===== src/rtl/bmhq_ram.sv =====
// bmhq_ram: generic single-write, single-read ram with registered read data
// depends on nothing
`default_nettype none

module bmhq_ram #(
  parameter int WIDTH = 8,
  parameter int DEPTH = 16
) (
  input  wire logic                     clk,
  input  wire logic                     wr_en,
  input  wire logic [$clog2(DEPTH)-1:0] wr_addr,
  input  wire logic [WIDTH-1:0]         wr_data,
  input  wire logic                     rd_en,
  input  wire logic [$clog2(DEPTH)-1:0] rd_addr,
  output      logic [WIDTH-1:0]         rd_data
);

  logic [WIDTH-1:0] mem [DEPTH];

  // write port
  always_ff @(posedge clk) begin
    if (wr_en) begin
      mem[wr_addr] <= wr_data;
    end
  end

  // read port, registered read data
  always_ff @(posedge clk) begin
    if (rd_en) begin
      rd_data <= mem[rd_addr];
    end
  end

endmodule

`default_nettype wire


===== config.mk =====
export PLATFORM = sky130hd
export DESIGN_NAME = bmhq_ram
export DESIGN_NICKNAME = d
export VERILOG_FILES = /design/src/rtl/bmhq_ram.sv
export SDC_FILE = /design/constraint.sdc
export NUM_CORES = 1
export LEC_CHECK = 0
export BUFFER_PORTS_ARGS = -buffer_cell sky130_fd_sc_hd__buf_4
export CAP_MARGIN = 20
export CORE_MARGIN = 2
export CORE_UTILIZATION = 40
export CTS_CLUSTER_DIAMETER = 150
export DETAILED_ROUTE_END_ITERATION = 12
export SYNTH_ARGS = -nofsm -noshare
export SYNTH_HDL_FRONTEND = slang
export SYNTH_SLANG_ARGS = --single-unit

===== constraint.sdc =====
create_clock -name clk -period 4.85 [get_ports clk]
set_clock_uncertainty 0.15 [all_clocks]
set_input_delay 0.2425 -clock clk [delete_from_list [all_inputs] [get_ports clk]]
set_output_delay 0.2425 -clock clk [all_outputs]
set_load 0.02 [all_outputs]

# [Word level (Yosys, flattened, before mapping)]
# Memory sizes are Yosys's and may differ from the RTL's. A register that Yosys moved wholly into a read port is not among the register bits.
# Cells that the tools add are included.
# Widths: inputs -> output; s select.
[op_classes] n_mux=2
[op_table] cell="$mux 1" n=2
[word_totals] mem_count=1 input_bits=19 mem_bits_rw=128 word_cells=3 output_inout_bits=8 register_bits=0
[memory_table] name="mem" words=16 word_bits=8 rd=1 rd_clocked_by_memory_dff=1 write_ports=1 line_no="18" rtl="logic [WIDTH-1:0] mem [DEPTH];"

# [Longest topological paths before layout]
[logic_depth] depth_word=2 depth_mapped=5 depth_no_buf=3

# [Worst setup path after synthesis]
# OpenSTA, ideal clock, no wires.
[synth_path] path_kind="input to register" from="in wr_addr[2]" to="mem mem[0][0], enable pin" setup_slack_ps=2965 setup_ps=383 stages=2 n_path_buf=0 arrival_time_ps=1352 required_time_ps=4317 cell_sequence="or3b_2 > nor3_1"
[synth_lines] item="from (decl)" line_no="11" rtl="input wire logic [$clog2(DEPTH)-1:0] wr_addr,"
[synth_lines] item="to (decl)" line_no="18"
# No word-level cell before the write port.

==> summary.md <==
| Metric | Value |
|---|---|
| Vias in the first global route | `2561` |
| Critical path class | `input port to register` |
| DRT Pass-1 Iters | `4` |
| Post-Syn Area per Cell | `22.83 µm²` |
| Worst Path Max Fanout | `32` |
| Post-synth top area cell | `edfxtp_1` |
| Post-CTS sizing | `0` |
| Yosys top cell area share | `0.7812` |
| Hold depth | `1` |
| Synth top area cells | `edfxtp_1, mux4_2, mux4_1` |
| Post-route clock period utilization | `0.3674` |
| Syn Nets | `248` |
| Number of synthesis warnings | `0` |
| Crit path launch | `rd_addr[0]` |
| Seq. cell area | `0.004084 mm²` |
| Relative slew margins | `0.3662` |
| Flops & latches, synth | `136` |
| Status | `complete, no violations` |
| Tmin final | `1.782 ns` |
| Min-Delay Path Class | `input port to register` |
| Htree depth | `4` |
| Syn Inst Count | `229` |
| Clock Tree Root | `clkbuf_16` |
| N_diodes | `0` |
| Most frequent cell after synthesis | `edfxtp_1` |
| Routability Congestion | `0.7447` |
| Post-Syn Area | `0.005228 mm²` |
| Pins Over Slew Limit | `0` |
| Async SR Flop Fraction | `0` |
| Nets | `294` |
| # Max-Cap Violations | `0` |
| Die Wd | `118.3 µm` |
| First-iteration detailed-routing DRC count | `181` |
| Clock Latency Late Sink | `0.41 ns` |
| Worst Hold End | `rd_data[5]$_DFFE_PP_` |
| CTS sink count | `136` |
| Worst r2r dst | `rd_data[5]$_DFFE_PP_` |
| IO Port Bufs | `26` |
| EDFF count, synth | `136` |
| Core Box Area | `0.01267 mm²` |
| # rows | `41` |
| Final antenna-violating net count | `0` |
| Total negative slack | `0 ns` |
| R2R cell count | `3` |
| Hpwl dp | `6.239 mm` |
| Critical path's slowest cell | `mux4_1` |
| CP Capture Type | `register` |
| Tot Pwr | `2.613 mW` |
| Post-CTS Hold Fix Bufs | `8` |
| Area of the multi-input gates | `0.001062 mm²` |
| Seq/Total Area, Yosys | `0.7812` |
| First-pass GRT wire length | `15.75 mm` |
| Total die area | `0.01400 mm²` |
| Ratio of cells with drive above 1 in the final layout | `0.2708` |
| Gr usage total | `0.1586` |
| Cts bufs inserted | `17` |
| Pleak | `2.034 nW` |
| Filler instances | `1047` |
| Maximum vdd drop | `0.2290 mV` |
| CTS Buffer Depth | `2` |
| Max frequency | `561.2 MHz` |
| Main synth FF type | `edfxtp_1` |
| Final setup fails | `0` |
| Synth-to-layout area growth | `18.55%` |
| PD cells | `421.7 mW/mm²` |
| Vias | `2439` |
| Buffer count from post-CTS setup fixing | `0` |
| R2R setup slack | `3.16 ns` |
| Worst EP required | `4.85 ns` |
| Critical path startpoint category | `input port` |
| Hold_sp | `rd_en` |
| Via-to-Cell Ratio | `5.302` |
| Post-Route WL | `10.12 mm` |
| Synth top cells by count | `edfxtp_1, mux4_2, a22oi_1` |
| CP cell instances | `buf_4, mux4_1, a22oi_1, nand2_1` |
| CTS tree | `built` |
| Initial antenna violation count | `0` |
| Crit-path max cell delay | `0.63 ns` |
| DR DRC count | `0` |
| Wire per inst | `22.00 µm` |
| Worst path arrival time | `1.78 ns` |
| Die Y | `118.3 µm` |
| Final Hold Violating Endpoints | `0` |
| RSZ-0062 raised after global routing | `false` |
| Initial Util | `0.4126` |
| Least-Margin Pin Slew | `0.9471 ns` |
| Synth cell types | `18` |
| FF-to-FF Start | `mem[2][5]$_DFFE_PP_` |
| Congestion Overflow GR | `0` |
| Num ports | `27` |
| Reg clk slew, reported paths | `0.06 ns` |
| Largest net degree at the start of global routing | `33` |
[layout by cell type, fill, tap and decap left out, drive strengths merged]
cell	n
and2b	1
mux4	32
nor2b	1
nor2	13
bufinv	1
dlygate4sd3	8
edfxtp	136
buf	28
clkinv	9
and2	1
nand2	9
or3b	1
nand3	1
nand2b	2
nor3	4
clkinvlp	5
a22oi	16
nand3b	2
clkbuf	18
[stage by stage]
stage | utilization | cells | setup WS (ns) | cell area [µm²] | hold WS, ns
after floorplan | - | 229 | 2.965 | 5228 | 0.1914
after global placement | 0.4397 | 419 | 2.555 | 5572 | 0.4081
after detailed placement | 0.4397 | 419 | 2.527 | 5572 | 0.4091
after CTS | 0.4885 | 459 | 2.969 | 6190 | 0.004575
after global routing | 0.4891 | 460 | 2.940 | 6197 | 0.003814
final | 0.4891 | 460 | 3.068 | 6197 | 0.01386
[where the power goes]
group	total [mW]	switching, mW	internal [mW]
sequential	1.33	0.00801	1.33
clock	1.15	0.456	0.692
combinational	0.132	0.0749	0.0574
total	2.61	0.539	2.07
[worst max path at each step]
stage | endpoint | depth (start not counted) | slack, ns
floorplan | mem[0][0]$_DFFE_PP_ | 2 | 2.96
global placement | mem[0][1]$_DFFE_PP_ | 3 | 2.55
detailed placement | mem[0][2]$_DFFE_PP_ | 3 | 2.53
CTS | mem[0][4]$_DFFE_PP_ | 3 | 2.97
global route | rd_data[5]$_DFFE_PP_ | 4 | 2.94
finish | rd_data[5]$_DFFE_PP_ | 4 | 3.07
[cell families after synthesis]
kind of cell           synth area share
AO/OA/AOI/OAI                   0.02298
multiplexers                     0.1479
flip-flops                       0.7812
AND/OR/NAND/NOR                 0.03136
buffers and inverters           0.01651
[routing by layer]
metal / track usage / vias up / part of all wire
li1: - / 1077 / -
met1: 0.2164 / 1252 / 0.43
met2: 0.2449 / 98 / 0.50
met3: 0.04247 / 12 / 0.056
met4: 0.06024 / 0 / 0.014
met5: 0 / - / 0
[sequential cells by signal, indices dropped and copies added, names as in the netlist]
signal	flops
mem	128
rd_data	8
[worst max-delay path, delay by kind of cell]
family	cells	cell delay (ns)
muxes	1	0.63
buffers and inverters	1	0.48
AOI/OAI and AO/OA	1	0.31
and+or+nand+nor	1	0.11
[final cells by class]
type,instances,area share
clock buffer,17,0.06865
clock inverter,15,0.01817
multi-input combinational,83,0.1714
sequential,136,0.6590
tap,172,0.03473
timing repair buffer,37,0.04805
No activity file was read; power rests on OpenSTA's default activity.
