==> config.mk <==
export PLATFORM = sky130hd
export DESIGN_NAME = bmhq_ctrl
export DESIGN_NICKNAME = d
export VERILOG_FILES = /design/src/rtl/bmhq_pkg.sv /design/src/rtl/bmhq_ctrl.sv
export SDC_FILE = /design/constraint.sdc
export NUM_CORES = 1
export LEC_CHECK = 0
export BUFFER_PORTS_ARGS = -buffer_cell sky130_fd_sc_hd__buf_2
export CORE_UTILIZATION = 50
export DETAILED_ROUTE_END_ITERATION = 16
export GPL_ROUTABILITY_DRIVEN = 0
export PLACE_DENSITY = 0.78
export SYNTH_ARGS = -nofsm -noshare
export SYNTH_HDL_FRONTEND = slang
export SYNTH_SLANG_ARGS = --single-unit
==> constraint.sdc <==
create_clock -name clk -period 4.8 [get_ports clk]
set_input_delay 0.48 -clock clk [delete_from_list [all_inputs] [get_ports clk]]
set_output_delay 0.48 -clock clk [all_outputs]
set_load 0.005 [all_outputs]
==> src/rtl/bmhq_pkg.sv <==
// bmhq_pkg: shared constants, codes and types of the binary min-heap queue
// used by the channel interfaces, the heap controller and the top level
// depends on nothing
`default_nettype none

package bmhq_pkg;

  // sizing of the heap store
  localparam int CAPACITY = 255;
  localparam int DATA_W   = 32;
  localparam int PRIO_W   = 16;
  localparam int DEPTH    = CAPACITY + 1;
  localparam int ADDR_W   = $clog2(DEPTH);
  localparam int CNT_W    = ADDR_W;
  localparam int KID_W    = ADDR_W + 1;
  localparam int ENTRY_W  = PRIO_W + DATA_W;

  // channel field widths
  localparam int MODE_W      = 2;
  localparam int IN_DATA_W   = 32;
  localparam int IN_PRIO_W   = 16;
  localparam int OUT_DATA_W  = 32;
  localparam int STATUS_W    = 2;
  localparam int TOTAL_W     = 8;

  // operation codes
  localparam logic [MODE_W-1:0] MODE_INSERT = 2'd0;
  localparam logic [MODE_W-1:0] MODE_POP    = 2'd1;
  localparam logic [MODE_W-1:0] MODE_CLEAR  = 2'd2;

  // status codes
  localparam logic [STATUS_W-1:0] STATUS_OK    = 2'd0;
  localparam logic [STATUS_W-1:0] STATUS_EMPTY = 2'd1;
  localparam logic [STATUS_W-1:0] STATUS_FULL  = 2'd2;

  typedef logic [DATA_W-1:0]     data_t;
  typedef logic [PRIO_W-1:0]     prio_t;
  typedef logic [OUT_DATA_W-1:0] odata_t;
  typedef logic [TOTAL_W-1:0]    total_t;
  typedef logic [ADDR_W-1:0]     addr_t;
  typedef logic [CNT_W-1:0]      cnt_t;
  typedef logic [KID_W-1:0]      kid_t;

  typedef struct packed {
    prio_t prio;
    data_t data;
  } entry_t;

  typedef struct packed {
    logic [MODE_W-1:0] mode;
    data_t             data;
    prio_t             prio;
  } req_t;

  typedef struct packed {
    odata_t              popped_data;
    logic [STATUS_W-1:0] status;
    total_t              entry_total;
    logic                is_empty;
  } res_t;

  typedef struct packed {
    logic   wr_en;
    addr_t  wr_addr;
    entry_t wr_data;
    logic   rd_en;
    addr_t  rd_addr;
  } ram_req_t;

endpackage

`default_nettype wire

==> src/rtl/bmhq_ctrl.sv <==
// bmhq_ctrl: heap sequencer, walks sift-up and sift-down over the heap ram
// depends on bmhq_pkg; drives one bmhq_ram through a ram_req_t bundle
`default_nettype none

module bmhq_ctrl (
  input  wire logic               clk,
  input  wire logic               rst_n,
  input  wire logic               req_valid,
  output      logic               req_ready,
  input  wire bmhq_pkg::req_t     req,
  output      logic               res_valid,
  input  wire logic               res_ready,
  output      bmhq_pkg::res_t     res,
  output      bmhq_pkg::ram_req_t ram,
  input  wire bmhq_pkg::entry_t   ram_rd_data
);

  typedef enum logic [7:0] {
    ST_IDLE     = 8'b0000_0001,
    ST_UP_CMP   = 8'b0000_0010,
    ST_POP_TOP  = 8'b0000_0100,
    ST_POP_LAST = 8'b0000_1000,
    ST_DN_L     = 8'b0001_0000,
    ST_DN_R     = 8'b0010_0000,
    ST_PLACE    = 8'b0100_0000,
    ST_DONE     = 8'b1000_0000
  } state_t;

  state_t                               state_r, state_nxt;
  bmhq_pkg::cnt_t                       count_r, count_nxt;
  bmhq_pkg::cnt_t                       left_r, left_nxt;
  bmhq_pkg::addr_t                      pos_r, pos_nxt;
  bmhq_pkg::entry_t                     moved_r, moved_nxt;
  bmhq_pkg::entry_t                     lkid_r, lkid_nxt;
  bmhq_pkg::odata_t                     popped_r, popped_nxt;
  logic [bmhq_pkg::STATUS_W-1:0]        status_r, status_nxt;

  // helpers for index arithmetic
  bmhq_pkg::kid_t   kid_l;
  bmhq_pkg::kid_t   left_ext;
  bmhq_pkg::addr_t  parent;
  bmhq_pkg::cnt_t   count_inc;
  bmhq_pkg::entry_t pick;
  bmhq_pkg::addr_t  pick_idx;
  bmhq_pkg::kid_t   pick_kid;

  assign kid_l     = {pos_r, 1'b0};
  assign left_ext  = bmhq_pkg::kid_t'(left_r);
  assign parent    = pos_r >> 1;
  assign count_inc = count_r + bmhq_pkg::cnt_t'(1);

  // child chosen for the sift-down step: smaller key, left wins a tie
  always_comb begin
    pick     = ram_rd_data;
    pick_idx = kid_l[bmhq_pkg::ADDR_W-1:0];
    if (state_r == ST_DN_R) begin
      if (lkid_r.prio > ram_rd_data.prio) begin
        pick     = ram_rd_data;
        pick_idx = kid_l[bmhq_pkg::ADDR_W-1:0] + bmhq_pkg::addr_t'(1);
      end else begin
        pick     = lkid_r;
        pick_idx = kid_l[bmhq_pkg::ADDR_W-1:0];
      end
    end
  end

  assign pick_kid = {pick_idx, 1'b0};

  // sequencer
  always_comb begin
    state_nxt   = state_r;
    count_nxt   = count_r;
    left_nxt    = left_r;
    pos_nxt     = pos_r;
    moved_nxt   = moved_r;
    lkid_nxt    = lkid_r;
    popped_nxt  = popped_r;
    status_nxt  = status_r;
    ram         = '0;
    req_ready   = 1'b0;
    res_valid   = 1'b0;

    unique case (state_r)
      ST_IDLE: begin
        req_ready = 1'b1;
        if (req_valid) begin
          popped_nxt = '0;
          status_nxt = bmhq_pkg::STATUS_OK;
          state_nxt  = ST_DONE;
          unique case (req.mode)
            bmhq_pkg::MODE_INSERT: begin
              if (count_r >= bmhq_pkg::cnt_t'(bmhq_pkg::CAPACITY)) begin
                status_nxt = bmhq_pkg::STATUS_FULL;
              end else begin
                count_nxt = count_inc;
                moved_nxt = '{prio: req.prio, data: req.data};
                pos_nxt   = bmhq_pkg::addr_t'(count_inc);
                if (count_r == '0) begin
                  state_nxt = ST_PLACE;
                end else begin
                  ram.rd_en   = 1'b1;
                  ram.rd_addr = bmhq_pkg::addr_t'(count_inc >> 1);
                  state_nxt   = ST_UP_CMP;
                end
              end
            end
            bmhq_pkg::MODE_POP: begin
              if (count_r == '0) begin
                status_nxt = bmhq_pkg::STATUS_EMPTY;
              end else begin
                count_nxt   = count_r - bmhq_pkg::cnt_t'(1);
                left_nxt    = count_r - bmhq_pkg::cnt_t'(1);
                ram.rd_en   = 1'b1;
                ram.rd_addr = bmhq_pkg::addr_t'(1);
                state_nxt   = ST_POP_TOP;
              end
            end
            bmhq_pkg::MODE_CLEAR: begin
              count_nxt = '0;
            end
            default: begin
              // unused code leaves the heap alone
            end
          endcase
        end
      end

      // new key against its parent, parent moves down while it is larger
      ST_UP_CMP: begin
        if (moved_r.prio < ram_rd_data.prio) begin
          ram.wr_en   = 1'b1;
          ram.wr_addr = pos_r;
          ram.wr_data = ram_rd_data;
          pos_nxt     = parent;
          if (parent == bmhq_pkg::addr_t'(1)) begin
            state_nxt = ST_PLACE;
          end else begin
            ram.rd_en   = 1'b1;
            ram.rd_addr = parent >> 1;
          end
        end else begin
          ram.wr_en   = 1'b1;
          ram.wr_addr = pos_r;
          ram.wr_data = moved_r;
          state_nxt   = ST_DONE;
        end
      end

      // root payload out, then fetch the last entry
      ST_POP_TOP: begin
        popped_nxt  = bmhq_pkg::odata_t'(ram_rd_data.data);
        ram.rd_en   = 1'b1;
        ram.rd_addr = bmhq_pkg::addr_t'(left_r + bmhq_pkg::cnt_t'(1));
        state_nxt   = ST_POP_LAST;
      end

      ST_POP_LAST: begin
        moved_nxt = ram_rd_data;
        pos_nxt   = bmhq_pkg::addr_t'(1);
        if (left_r < bmhq_pkg::cnt_t'(2)) begin
          state_nxt = ST_PLACE;
        end else begin
          ram.rd_en   = 1'b1;
          ram.rd_addr = bmhq_pkg::addr_t'(2);
          state_nxt   = ST_DN_L;
        end
      end

      // left child in hand; fetch the right one if it exists, then sift down through the smaller child
      ST_DN_L, ST_DN_R: begin
        lkid_nxt = ram_rd_data;
        if (state_r == ST_DN_L && (kid_l + bmhq_pkg::kid_t'(1)) <= left_ext) begin
          ram.rd_en   = 1'b1;
          ram.rd_addr = kid_l[bmhq_pkg::ADDR_W-1:0] + bmhq_pkg::addr_t'(1);
          state_nxt   = ST_DN_R;
        end else if (moved_r.prio <= pick.prio) begin
          state_nxt = ST_PLACE;
        end else begin
          ram.wr_en   = 1'b1;
          ram.wr_addr = pos_r;
          ram.wr_data = pick;
          pos_nxt     = pick_idx;
          if (pick_kid > left_ext) begin
            state_nxt = ST_PLACE;
          end else begin
            ram.rd_en   = 1'b1;
            ram.rd_addr = pick_kid[bmhq_pkg::ADDR_W-1:0];
            state_nxt   = ST_DN_L;
          end
        end
      end

      ST_PLACE: begin
        ram.wr_en   = 1'b1;
        ram.wr_addr = pos_r;
        ram.wr_data = moved_r;
        state_nxt   = ST_DONE;
      end

      ST_DONE: begin
        res_valid = 1'b1;
        if (res_ready) begin
          state_nxt = ST_IDLE;
        end
      end

      default: begin
        state_nxt = ST_IDLE;
      end
    endcase
  end

  // result fields, count taken after the operation
  assign res = '{popped_data: popped_r,
                 status:      status_r,
                 entry_total: bmhq_pkg::total_t'(count_r),
                 is_empty:    (count_r == '0)};

  // control state
  always_ff @(posedge clk) begin
    if (!rst_n) begin
      state_r <= ST_IDLE;
      count_r <= '0;
    end else begin
      state_r <= state_nxt;
      count_r <= count_nxt;
    end
  end

  // working registers
  always_ff @(posedge clk) begin
    left_r   <= left_nxt;
    pos_r    <= pos_nxt;
    moved_r  <= moved_nxt;
    lkid_r   <= lkid_nxt;
    popped_r <= popped_nxt;
    status_r <= status_nxt;
  end

endmodule

`default_nettype wire

# Word-level counts from Yosys, hierarchy flattened
# Cells that the tools add are included.
# W data, S select, Z words.
# word_totals
register_bits	162
latchBits	0
ram_bits	0
rom_bits	0
out_inout_bits	111
wordCells	111
mem_count	0
# op_classes
addsub	5
mul	0
div	0
order_cmp	7
n_eq_ne	21
shifts	0
muxes	52
bitwise_logic	1
n_reduce_logical	15
# ops
cell	count
$mux W48	6
$pmux W57 S3	1
$mux W8	17
$pmux W48 S2	1
$mux W9	9
$mux W66	1
$pmux W32 S2	1
$mux W57	1
$pmux W8 S7	1
$pmux W9 S5	1
$mux W32	1
$pmux W8 S4	1
$add A8 B1 Y8 const B	3
$pmux W8 S3	1
$mux W7	3
$pmux W9 S2	1
$gt A16 B16 Y1	1
$le A16 B16 Y1	1
$lt A16 B16 Y1	1
$ne A2 B2 Y1 const B	8
$pmux W8 S2	1
$add A9 B1 Y9 const B	1
$gt A9 B8 Y1	1
$le A9 B8 Y1	1
32 further kinds	37

# Logic depth before layout (Yosys ltp)
# depth
ltp_word	8
ltp_mapped	18
depth_no_buf	16

# Worst setup path before layout
# No wires, ideal clock.
# synth_path
kind	input-to-reg
from	input port ram_rd_data[39] in the netlist's numbering
to	register pos_r[0], enable pin
setup_time_ns	0.386
arrival_time_ns	4.192
required_ns	4.414
setup_slack_ns	0.221
stages	15
n_path_buf	1
cell_sequence	inv_1 > ha_1 > and3_1 > a221oi_1 > and3b_1 > o31ai_4 > buf_2 > a21oi_1 > a21oi_1 > ha_1 > nand4_1 > a2111o_1 > a31oi_1 > a21oi_1 > a211oi_1
# synth_via
elab_chain_len	6
# synth_lines
element	line	text
start, declared	bmhq_ctrl.sv:15	input wire bmhq_pkg::entry_t ram_rd_data
$gt A16 B16 Y1	bmhq_ctrl.sv:57	if (lkid_r.prio > ram_rd_data.prio) begin
$mux W48	bmhq_ctrl.sv:57	
$mux W48	bmhq_ctrl.sv:56	if (state_r == ST_DN_R) begin
$le A16 B16 Y1	bmhq_ctrl.sv:176	end else if (moved_r.prio <= pick.prio) begin
$ne A2 B2 Y1 (no line)	n/a	
$reduce_and A7 Y1 (no line) (*)	n/a	
end signal, assigned	bmhq_ctrl.sv:233	pos_r <= pos_nxt;
end, declared	bmhq_ctrl.sv:32	bmhq_pkg::addr_t pos_r, pos_nxt;
# Mark *: on every way between the ends. The rest lies on a longest branch, timed or not.
# A chain may end at the register's enable or synchronous reset.

==> impl_results.md <==
- CTS tree: done
- Remaining DRCs: 0
- Vias in the first global route: around 8900
- Post-route insts no fill: ~1500
- DP HPWL: about 19000 um
- RSZ-0062 raised after global routing: true
- Chip width: ~140 um
- Sequential Area: roughly 0.0047 sq mm
- Pre-CTS setup slack: -292 ps
- WP buf/inv: 4
- Clk Latency, worst-skew pair: 420 ps
- Slowest cell on crit path: a2111o_1
- Post-synthesis sequential area ratio: 0.494
- Post-synth ARST share: 0
- Period utilization: 1.14
- Status: finished with violations
- Path type of the worst setup path: reg -> out
- Layout cell share with drive strength beyond 1: 0.400
- Final WL: roughly 31000 um
- Netlist cell types: 64
- Die Y: approximately 140 um
- Worst vdd ir: between 300 and 400 uV
- Post-synth top flop: edfxtp_1
- Slew Limit Fails: 0
- CP max FO: 8
- Placed Cells: 1392
- Final hold vios: 0
- NumNets Final: approximately 1400
- 1st-iter DRT viols: between 800 and 900
- Slew @ Worst Pin: 1110 ps
- Cells after Synth: about 900
- Clock period minus worst slack: between 5000 and 6000 ps
- Worst hold path type: in -> reg
- WP data arrival: 4980 ps
- Top-count cell post-synth: edfxtp_1
- Number of vias per cell: 6.12
- Avg Inst Size Synth: about 10 sq um
- EDFF count, synth: 146
- Top delay family on crit path: compound AO/OA/AOI/OAI gates
- MaxCap Viol Count: 0
- Share of the synthesized area in the top cell type: 0.461
- Synthesis-stage register bit count: roughly 160
- Total number of vias: 9050
- Area contributors post-synth: edfxtp_1 (46%), ha_1 (8.7%), a22oi_1 (4.2%)
- Routed WL per cell: 21.3 um
- Initial core utilization: 0.509
- Dpl cell area: 0.0112 sq mm
- Failing checks: negative setup slack
- Synth Cell Area: between 0.009 and 0.01 sq mm
- CP endpoint kind: output port
- Clk sinks: ~160
- Layout area overhead: 34.2%
- Clk_skew: about 14 ps
- Fmax: 0.183 GHz
- P_leak: between 5 and 6 nW
- Setup TNS: -36480 ps
- Antenna violations before repair: 2
- Row count: 50
- Critical path cell sequence: ha_1 -> nand3_1 -> nor4_4 -> a21boi_4 -> o31ai_4 -> buf_6 -> buf_12 -> a21oi_1 -> a21oi_2 -> ha_4 -> nand4_1 -> a2111o_1 -> and3_4 -> a2111o_1 -> buf_6 -> o21ba_4 -> o21ai_2 -> buf_2
- I/O pins: between 200 and 250
- Area of the multi-input gates: ~0.0049 sq mm
- Worst setup margin: -665 ps
- First-pass GRT wire length: between 40000 and 50000 um
- DIE AREA: just under 0.02 sq mm
- Largest net degree at the start of global routing: 94
- Cell area power density: 314 mW/mm^2
- Final setup violating endpoints: 65
- Max Root-Sink Buffers: 2
- Htree depth: 4
- Synthesized net count: about 1100
- Type of origin of the critical path: flop
- Num CTS Buffers: 17
- Clock transition at the registers of the reported paths: roughly 70 ps
- Critical path data required time: between 4000 and 5000 ps
- Hold Buf Count CTS: 0
- Area leader, netlist: edfxtp_1
- Core Area: between 0.015 and 0.02 sq mm
- ANT nets after route: 0
- Detailed Routing Iterations Pass 1: 7
- Gr usage total: 0.307
- GRT Residual Overflow: 0
- Synthesis Warnings: 0
- Commonest cells post-synth: edfxtp_1 (146), nand2_1 (87), inv_1 (77), o21ai_0 (77), ha_1 (66)
- IO Port Bufs: between 200 and 250
- Slowest stage delay, CP: 490 ps
- Final instance area: between 0.01 and 0.015 sq mm
- Root Buffer: clkbuf_16
- # fillers: 1372
- Headroom to the max-slew limit: 0.258
[sequential cells by signal, summed over array words and instances (netlist names)]
signal,cells
status_r,2
popped_r,32
moved_r,48
count_r,8
state_r,8
left_r,8
lkid_r,48
pos_r,8
[report_power, final]
group,internal (mW),total [mW],switching [mW]
combinational,0.362,0.869,0.507
clock,0.731,1.35,0.616
sequential,1.70,1.79,0.0864
[layout by cell type (no fill, tap or decap), types with 5 or more instances in the layout]
cell type,instances
xor2_1,7
nor2_1,55
a211oi_1,5
a21oi_1,34
xnor2_1,9
a21o_1,8
nor2_2,8
dfxtp_1,16
nand4_1,11
nand3_1,20
ha_4,8
buf_6,8
and2_1,9
clkbuf_16,17
nor3_1,5
o22ai_1,7
a22oi_1,45
ha_1,58
inv_1,76
nor4_1,5
a22oi_2,8
or3_1,7
nand2b_1,6
nand2_1,86
o21ai_0,58
buf_4,98
o211ai_1,8
edfxtp_1,146
buf_12,6
buf_2,212
o21ai_2,42
nor2b_1,10
a21oi_2,27
inv_6,5
[cells by family (layout without fill, tap and decap cells)]
logic type,count (synthesis),after routing,synth area share
simple gates,260,260,0.137
buf+inv,123,435,0.0553
other cells,0,2,0
xor+xnor,16,16,0.0147
flops,162,162,0.494
mux,4,4,0.00473
fa+ha+maj,66,66,0.0868
compound gates,296,299,0.207
[timing repair]
action	CTS	global route
gates cloned	5	0
resized for setup	98	43
buffers inserted	38	16
pin swaps	35	18
setup endpoints to repair	65	65
[routing by layer]
layer,track usage,vias up,part of all wire
li1,-,4071,-
met5,0,-,0
met4,0.151,0,0.046
met2,0.521,545,0.49
met3,0.0619,121,0.076
met1,0.374,4313,0.39
[cell type report]
class / instances / area share
flip-flops and latches: 162 / 0.368
inverters: 77 / 0.0226
well taps: 234 / 0.0229
clock inverters: 15 / 0.0119
clock buffers: 17 / 0.0333
repair buffers: 326 / 0.161
multi-input cells: 645 / 0.380
diodes: 2 / 0.000392
[per-stage QoR]
stage               power (mW)  hold WS, ps   util
finish                    4.01          240  0.683
global route              4.15          231  0.683
CTS                       3.96          225  0.666
detailed placement        2.59          600  0.597
global placement          2.57          591  0.597
floorplan                 2.25          544      -
[path summary, 6_finish.rpt]
check / start / end / depth (start not counted) / slack [ps]
max: lkid_r[36]$_DFFE_PN_ / ram[38] / 18 / -660
min: ram_rd_data[14] / lkid_r[14]$_DFFE_PN_ / 1 / 240
max reg2reg: lkid_r[36]$_DFFE_PN_ / pos_r[6]$_DFFE_PP_ / 17 / 280
min reg2reg: count_r[0]$_SDFFE_PN0P_ / count_r[0]$_SDFFE_PN0P_ / 2 / 610
(Power assumes the default switching activity.)
